**src/sv/dmd_pkg.sv**
```systemverilog
// Shared types and constants for the debounced motion detector.
// No dependencies; imported by every module of the block.
`default_nettype none

package dmd_pkg;

    localparam int unsigned AXIS_W   = 16;
    localparam int unsigned DELTA_W  = 18;
    localparam int unsigned THRESH_W = 18;
    localparam int unsigned RUN_W    = 8;
    localparam int unsigned CFG_W    = 18;
    localparam int unsigned CFG_IDX_W = 1;

    localparam logic [RUN_W-1:0]    RUN_MAX          = 8'd255;
    localparam logic [THRESH_W-1:0] THRESH_RESET     = 18'd1000;
    localparam logic [RUN_W-1:0]    DEBOUNCE_RESET   = 8'd3;

    // Configuration register indexes
    typedef enum logic [CFG_IDX_W-1:0] {
        CFG_MOTION_THRESHOLD = 1'b0,
        CFG_DEBOUNCE_COUNT   = 1'b1
    } cfg_idx_t;

    typedef struct packed {
        logic                     sample_valid;
        logic signed [AXIS_W-1:0] accel_z;
        logic signed [AXIS_W-1:0] accel_y;
        logic signed [AXIS_W-1:0] accel_x;
    } sample_t;

    typedef struct packed {
        logic [DELTA_W-1:0] motion_delta;
        logic               motion_changed;
        logic               sensor_ok;
        logic               moving;
    } result_t;

endpackage

`default_nettype wire

```
**src/sv/debounced_motion_detector.sv**
```systemverilog
// Top level of the debounced motion detector: stream ports, config registers,
// input and result registers. Depends on dmd_pkg, dmd_track and dmd_delta.
`default_nettype none

// Each input beat carries one three-axis accelerometer sample plus a sensor
// valid flag; each beat produces exactly one result beat with the debounced
// moving flag, the sensor status, a change marker and the summed absolute
// axis difference against the previous sample. The block accepts one beat
// per clock while the sink takes results: a beat is captured in
// the input register, the difference sum, threshold compare and run counter
// update run combinationally from it into the result register, which holds the beat
// until the sink takes it. A full result register that the sink does not
// take holds the input register; with both registers full, s_axis_tready
// follows m_axis_tready combinationally.
// The first valid sample after reset or after a sensor fault only primes the
// detector and reports not moving with a zero difference. Configuration
// writes (threshold, debounce count) take effect at once and must be issued
// only while no beat is in flight.

module debounced_motion_detector
    import dmd_pkg::*;
(
    input  wire logic                 clk,
    input  wire logic                 rst_n,
    // sample stream
    input  wire logic                 s_axis_tvalid,
    output logic                      s_axis_tready,
    input  wire logic [47:0]          s_axis_tdata,  // accel_x, accel_y, accel_z
    input  wire logic                 s_axis_tuser,  // sample_valid
    // result stream
    output logic                      m_axis_tvalid,
    input  wire logic                 m_axis_tready,
    output logic [23:0]               m_axis_tdata,  // moving, motion_changed,
                                                     // motion_delta, zero pad
    output logic                      m_axis_tuser,  // sensor_ok
    // configuration writes
    input  wire logic                 cfg_we,
    input  wire logic [CFG_IDX_W-1:0] cfg_index,
    input  wire logic [CFG_W-1:0]     cfg_data
);

    logic [THRESH_W-1:0] threshold_reg;
    logic [RUN_W-1:0]    debounce_reg;
    logic                in_valid_reg;
    sample_t             in_sample_reg;
    logic                out_valid_reg;
    result_t             out_result_reg;
    result_t             step_result;
    logic                advance;
    logic                step;

    // Advance the pipeline whenever the result register is free or drains.
    assign advance       = !out_valid_reg || m_axis_tready;
    assign step          = in_valid_reg && advance;
    assign s_axis_tready = !in_valid_reg || advance;

    // Configuration registers
    always_ff @(posedge clk or negedge rst_n)
    begin
        if (!rst_n)
        begin
            threshold_reg <= THRESH_RESET;
            debounce_reg  <= DEBOUNCE_RESET;
        end
        else if (cfg_we)
        begin
            case (cfg_idx_t'(cfg_index))
                CFG_MOTION_THRESHOLD: threshold_reg <= cfg_data[THRESH_W-1:0];
                CFG_DEBOUNCE_COUNT:   debounce_reg  <= cfg_data[RUN_W-1:0];
                default: ;
            endcase
        end
    end

    // Stage valid flags
    always_ff @(posedge clk or negedge rst_n)
    begin
        if (!rst_n)
        begin
            in_valid_reg  <= 1'b0;
            out_valid_reg <= 1'b0;
        end
        else
        begin
            if (s_axis_tready)
            begin
                in_valid_reg <= s_axis_tvalid;
            end
            if (advance)
            begin
                out_valid_reg <= in_valid_reg;
            end
        end
    end

    // Payload registers: capture on accept, hold while stalled
    always_ff @(posedge clk)
    begin
        if (s_axis_tvalid && s_axis_tready)
        begin
            in_sample_reg.accel_x      <= s_axis_tdata[15:0];
            in_sample_reg.accel_y      <= s_axis_tdata[31:16];
            in_sample_reg.accel_z      <= s_axis_tdata[47:32];
            in_sample_reg.sample_valid <= s_axis_tuser;
        end
        if (step)
        begin
            out_result_reg <= step_result;
        end
    end

    dmd_track u_track (
        .clk              (clk),
        .rst_n            (rst_n),
        .step             (step),
        .sample           (in_sample_reg),
        .motion_threshold (threshold_reg),
        .debounce_count   (debounce_reg),
        .result           (step_result)
    );

    assign m_axis_tvalid = out_valid_reg;
    assign m_axis_tdata  = {4'b0000, out_result_reg.motion_delta,
                            out_result_reg.motion_changed, out_result_reg.moving};
    assign m_axis_tuser  = out_result_reg.sensor_ok;

endmodule

`default_nettype wire

```
**src/sv/dmd_delta.sv**
```systemverilog
// Motion measure: sum of absolute differences over the three axes.
// Depends on dmd_pkg.
`default_nettype none

module dmd_delta
    import dmd_pkg::*;
(
    input  wire sample_t                  sample,
    input  wire logic signed [AXIS_W-1:0] last_x,
    input  wire logic signed [AXIS_W-1:0] last_y,
    input  wire logic signed [AXIS_W-1:0] last_z,
    output logic [DELTA_W-1:0]            delta
);

    logic signed [AXIS_W:0] dx;
    logic signed [AXIS_W:0] dy;
    logic signed [AXIS_W:0] dz;
    logic [AXIS_W-1:0]      ax;
    logic [AXIS_W-1:0]      ay;
    logic [AXIS_W-1:0]      az;

    always_comb
    begin
        dx = {sample.accel_x[AXIS_W-1], sample.accel_x} - {last_x[AXIS_W-1], last_x};
        dy = {sample.accel_y[AXIS_W-1], sample.accel_y} - {last_y[AXIS_W-1], last_y};
        dz = {sample.accel_z[AXIS_W-1], sample.accel_z} - {last_z[AXIS_W-1], last_z};
        // magnitude of a 17-bit difference always fits in 16 bits
        ax = dx[AXIS_W] ? AXIS_W'(-dx) : dx[AXIS_W-1:0];
        ay = dy[AXIS_W] ? AXIS_W'(-dy) : dy[AXIS_W-1:0];
        az = dz[AXIS_W] ? AXIS_W'(-dz) : dz[AXIS_W-1:0];
        delta = DELTA_W'(ax) + DELTA_W'(ay) + DELTA_W'(az);
    end

endmodule

`default_nettype wire

```
**src/sv/dmd_track.sv**
```systemverilog
// Detector state: previous sample, priming, run counters and moving flag.
// Depends on dmd_pkg and dmd_delta.
`default_nettype none

module dmd_track
    import dmd_pkg::*;
(
    input  wire logic                clk,
    input  wire logic                rst_n,
    input  wire logic                step,
    input  wire sample_t             sample,
    input  wire logic [THRESH_W-1:0] motion_threshold,
    input  wire logic [RUN_W-1:0]    debounce_count,
    output result_t                  result
);

    logic signed [AXIS_W-1:0] last_x_reg, last_x_next;
    logic signed [AXIS_W-1:0] last_y_reg, last_y_next;
    logic signed [AXIS_W-1:0] last_z_reg, last_z_next;
    logic                     primed_reg, primed_next;
    logic                     moving_reg, moving_next;
    logic [RUN_W-1:0]         above_reg, above_next;
    logic [RUN_W-1:0]         below_reg, below_next;
    logic [DELTA_W-1:0]       delta;
    logic                     is_motion;

    dmd_delta u_delta (
        .sample (sample),
        .last_x (last_x_reg),
        .last_y (last_y_reg),
        .last_z (last_z_reg),
        .delta  (delta)
    );

    assign is_motion = delta >= motion_threshold;

    always_comb
    begin
        last_x_next = last_x_reg;
        last_y_next = last_y_reg;
        last_z_next = last_z_reg;
        primed_next = primed_reg;
        moving_next = moving_reg;
        above_next  = above_reg;
        below_next  = below_reg;
        result.motion_delta = '0;
        if (!sample.sample_valid)
        begin
            last_x_next = '0;
            last_y_next = '0;
            last_z_next = '0;
            primed_next = 1'b0;
            moving_next = 1'b0;
            above_next  = '0;
            below_next  = '0;
        end
        else if (!primed_reg)
        begin
            last_x_next = sample.accel_x;
            last_y_next = sample.accel_y;
            last_z_next = sample.accel_z;
            primed_next = 1'b1;
            moving_next = 1'b0;
            above_next  = '0;
            below_next  = '0;
        end
        else
        begin
            result.motion_delta = delta;
            last_x_next = sample.accel_x;
            last_y_next = sample.accel_y;
            last_z_next = sample.accel_z;
            if (is_motion)
            begin
                above_next = (above_reg == RUN_MAX) ? above_reg : above_reg + 1'b1;
                below_next = '0;
            end
            else
            begin
                below_next = (below_reg == RUN_MAX) ? below_reg : below_reg + 1'b1;
                above_next = '0;
            end
            // below check last: it wins when the debounce count is zero
            if (above_next >= debounce_count)
            begin
                moving_next = 1'b1;
            end
            if (below_next >= debounce_count)
            begin
                moving_next = 1'b0;
            end
        end
        result.moving         = moving_next;
        result.sensor_ok      = sample.sample_valid;
        result.motion_changed = moving_next != moving_reg;
    end

    always_ff @(posedge clk or negedge rst_n)
    begin
        if (!rst_n)
        begin
            last_x_reg <= '0;
            last_y_reg <= '0;
            last_z_reg <= '0;
            primed_reg <= 1'b0;
            moving_reg <= 1'b0;
            above_reg  <= '0;
            below_reg  <= '0;
        end
        else if (step)
        begin
            last_x_reg <= last_x_next;
            last_y_reg <= last_y_next;
            last_z_reg <= last_z_next;
            primed_reg <= primed_next;
            moving_reg <= moving_next;
            above_reg  <= above_next;
            below_reg  <= below_next;
        end
    end

    a_moving_needs_primed: assert property (@(posedge clk) disable iff (!rst_n)
        moving_reg |-> primed_reg)
        else $error("moving flag set without a previous sample");

    a_runs_exclusive: assert property (@(posedge clk) disable iff (!rst_n)
        !((above_reg != '0) && (below_reg != '0)))
        else $error("above and below runs both nonzero");

    a_fault_clears: assert property (@(posedge clk) disable iff (!rst_n)
        (step && !sample.sample_valid) |=> (!primed_reg && !moving_reg
            && (above_reg == '0) && (below_reg == '0)))
        else $error("invalid sample did not clear detector state");

    a_changed_consistent: assert property (@(posedge clk) disable iff (!rst_n)
        step |=> (moving_reg != $past(moving_reg)) == $past(result.motion_changed))
        else $error("motion_changed disagrees with moving flag update");

endmodule

`default_nettype wire

```
**config.mk**
```make
export PLATFORM = sky130hd
export DESIGN_NAME = debounced_motion_detector
export DESIGN_NICKNAME = d
export VERILOG_FILES = /design/src/sv/dmd_pkg.sv /design/src/sv/debounced_motion_detector.sv /design/src/sv/dmd_delta.sv /design/src/sv/dmd_track.sv
export SDC_FILE = /design/constraint.sdc
export NUM_CORES = 1
export LEC_CHECK = 0
export ABC_AREA = 1
export ABC_CLOCK_PERIOD_IN_PS = 8600
export BUFFER_PORTS_ARGS = -buffer_cell sky130_fd_sc_hd__buf_2
export CAP_MARGIN = 5
export CORE_ASPECT_RATIO = 0.75
export CORE_MARGIN = 2
export CORE_UTILIZATION = 55
export CTS_CLUSTER_DIAMETER = 30
export DETAILED_ROUTE_END_ITERATION = 6
export GPL_TIMING_DRIVEN = 0
export PLACE_DENSITY_LB_ADDON = 0.05
export SLEW_MARGIN = 5
export SYNTH_ARGS = -nofsm -noshare
export SYNTH_HDL_FRONTEND = slang
export SYNTH_HIERARCHICAL = 1
export SYNTH_SLANG_ARGS = --single-unit
```
**constraint.sdc**
```tcl
create_clock -name clk -period 8.6 [get_ports clk]
set_input_delay 1.29 -clock clk [delete_from_list [all_inputs] [get_ports clk]]
set_output_delay 1.29 -clock clk [all_outputs]
set_load 0.01 [all_outputs]
```
==> summary.txt <==
Sw Share - 51.49%
Hold Vio Cnt, Final - 0
Die W - 183.6 um
Normalized max-slew margin - 37.13%
Mean Syn Cell Area - 7.201 um^2
Total number of vias - 11740
Post-CTS setup buffers - 0
Slew at the pin closest to its max-slew limit - 940.9 ps
Worst Setup Start Kind - flip-flop
Most frequent cells in the layout - 596 x nand2_1, 317 x inv_1, 197 x nand3_1
Final setup vio count - 0
Critical path data arrival time - 7500 ps
Share of cells above drive strength 1 - 12.49%
Diodes inserted - 0
Max stage delay on crit path - 490 ps
Vias in the first global route - 11070
Remaining routing DRC violations - 0
Rows - 49
IO Count - 100
Sw Pwr - 3350 uW
Die H - 138.7 um
Reg2reg path depth - 44
Maxcap violations - 0
Routed WL - 33290 um
TritonCTS Sinks - 164
CTS resizes - 0
Critical path fanouts, max - 10
Register Area - 4464 um^2
Initial Utilization - 55.77%
Clock power share - 12.5%
Fmax - 137.0 MHz
Crit path from - in_sample_reg[32]$_DFFE_PP_
GR Overflow Total - 0
Internal power - 3156 uW
Final HPWL from detailed placement - 26390 um
Post-route setup slack - 1301 ps
R2R setup slack - 1300 ps
First-pass GRT wire length - 55330 um
Clock Pin Slew Worst Setup and Hold Paths - 70 ps
H-Tree Level Count - 4
FF-to-FF End - m_axis_tdata[0]$_DFFE_PP_
Worst skew pair latency - 440 ps
Hold crit path type - reg -> reg
Register area share after synthesis - 33.57%
Skew final - 17.06 ps
Cells after Synth - 1847
Pwr Density - 439.0 nW/um^2
Router iterations before antenna repair - 6
Fin crit period - 7299 ps
Worst hold path depth - 2
Fillers - 2247
Worst EP required - 8800 ps
Core region area - 23850 um^2
Seq cells post-synth - 164
Die area - 25460 um^2
Largest net degree at the start of global routing - 49
CP max stage cell - fa_1
RR Startpoint - in_sample_reg[32]$_DFFE_PP_
Area Overhead vs Synth - 11.44%
Multi-input gate area in the final layout - 7345 um^2
Gr usage total - 27.30%
CTS root buf - clkbuf_16
DR vias/cell - 5.142
Crit. End Element - flip-flop
Crit Path Class - reg -> reg
Initial antenna violation count - 0
Post-Syn Area - 13300 um^2
Status - finished clean
TritonCTS clock tree - built
Starting DRT DRC Count - 1015
TNS Setup - 0 ps
Place WS - 1438 ps
Sequential power share - 15.5%
Slew Limit Fails - 0
Nets - 2159
Critical Path Sink - m_axis_tdata[0]$_DFFE_PP_
Hold Buf Count CTS - 0
IO Port Bufs - 93
Max VDD drop - 0.0003533 V
CTS Buf Count - 17
Post-DR wirelength/cell - 14.58 um
Pleak - 0.008060 uW
Max reg flops - 49
Power share of the combinational group - 72.1%
Clock buffer depth - 2
Synthesis Warnings - 6
RSZ-0062 raised after global routing - false
Synth cell types - 54
DRT antenna net count - 0
Most common cell after layout, fill and taps aside - nand2_1
Final period util - 84.87%
Gpl congestion - 0.9424
## worst max-delay path: cells and delay by family, from the launching register on
kind	cells	cell delay (ps)
flip-flops	1	360
buffers and inverters	12	1110
adder cells (fa/ha/maj)	7	2300
AO/OA/AOI/OAI	6	1240
AND/OR/NAND/NOR	19	2040
## cells in the mapped netlist (all sizes together)
library cell	instances	area [um^2]
clkbuf	11	41.29
nand2	631	2480
ha	102	1276
a21boi	4	30.03
inv	329	1242
nor3	6	35.03
dfrtp	86	2152
o211ai	1	7.510
a21o	5	37.54
buf	30	230.2
xnor2	16	140.1
o21bai	3	22.52
fa	20	400.4
o21ai	26	156.4
dfstp	8	210.2
nand3b	13	97.59
or2	2	12.52
nor2	143	623.1
xor2	38	340.3
conb	1	3.750
o41ai	1	8.760
edfxtp	70	2102
a21oi	63	341.6
nand3	209	1114
nand4	17	106.4
a31oi	2	12.51
nor3b	2	20.02
o2111ai	1	8.760
and2	5	32.53
o21a	2	15.01
## power by group through the flow
stage | Sequential, uW | Combinational (uW) | Clock [uW]
final | 1010 | 4690 | 810
after global routing | 1020 | 5360 | 855
after CTS | 1010 | 4700 | 827
after detailed placement | 1020 | 4670 | 0
after global placement | 1020 | 4540 | 0
after floorplan | 1030 | 3570 | 0
## cell type report
cell class              count  area share (%)
inverters                 329           8.383
multi-input cells        1316           49.55
plain buffers              41           1.832
flip-flops and latches    164           30.12
clock buffers              22           3.064
well taps                 306           2.583
clock inverters            10          0.9877
repair buffers             95           3.478
## kinds of logic after synthesis
kind of cell	synth area share, %
AND/OR/NAND/NOR	33.99
buffers and inverters	11.38
flip-flops	33.57
adder cells (fa/ha/maj)	12.61
AO/OA/AOI/OAI	4.817
XOR/XNOR	3.612
other	0.02819
## routing by layer
metal  wire [um]  up-vias  global-route usage (%)
met5           0        -                       0
met4         325        0                   5.179
met3        2066       25                   4.596
met2       13890      342                   40.44
met1       17010     5367                   42.14
li1            -     6005                       -
## metrics by stage
step / instance area [um^2] / utilization [%] / power [uW] / cells / hold WS, ps
after global placement: 14160 / 59.37 / 5563 / 2249 / 452.8
after floorplan: 13310 / - / 4599 / 1850 / 441.7
after global routing: 14820 / 62.15 / 7233 / 2283 / 493.7
after detailed placement: 14220 / 59.63 / 5690 / 2251 / 454.1
final: 14820 / 62.15 / 6507 / 2283 / 461.0
after CTS: 14820 / 62.15 / 6536 / 2283 / 465.2
## how the worst min path moves through the flow
| stage | from | endpoint | slack, ps |
|---|---|---|---|
| 6_report | threshold_reg[3]$_DFFE_PN1P_ | threshold_reg[3]$_DFFE_PN1P_ | 460 |
| 3_5_place_dp | threshold_reg[7]$_DFFE_PN1P_ | threshold_reg[7]$_DFFE_PN1P_ | 450 |
| 5_1_grt | threshold_reg[8]$_DFFE_PN1P_ | threshold_reg[8]$_DFFE_PN1P_ | 490 |
| 4_1_cts | threshold_reg[7]$_DFFE_PN1P_ | threshold_reg[7]$_DFFE_PN1P_ | 470 |
| 2_1_floorplan | u_track/primed_reg$_DFFE_PN0P_ | u_track/primed_reg$_DFFE_PN0P_ | 440 |
| 3_3_place_gp | threshold_reg[7]$_DFFE_PN1P_ | threshold_reg[7]$_DFFE_PN1P_ | 450 |
Note: power is estimated with default switching activity, not from simulation.
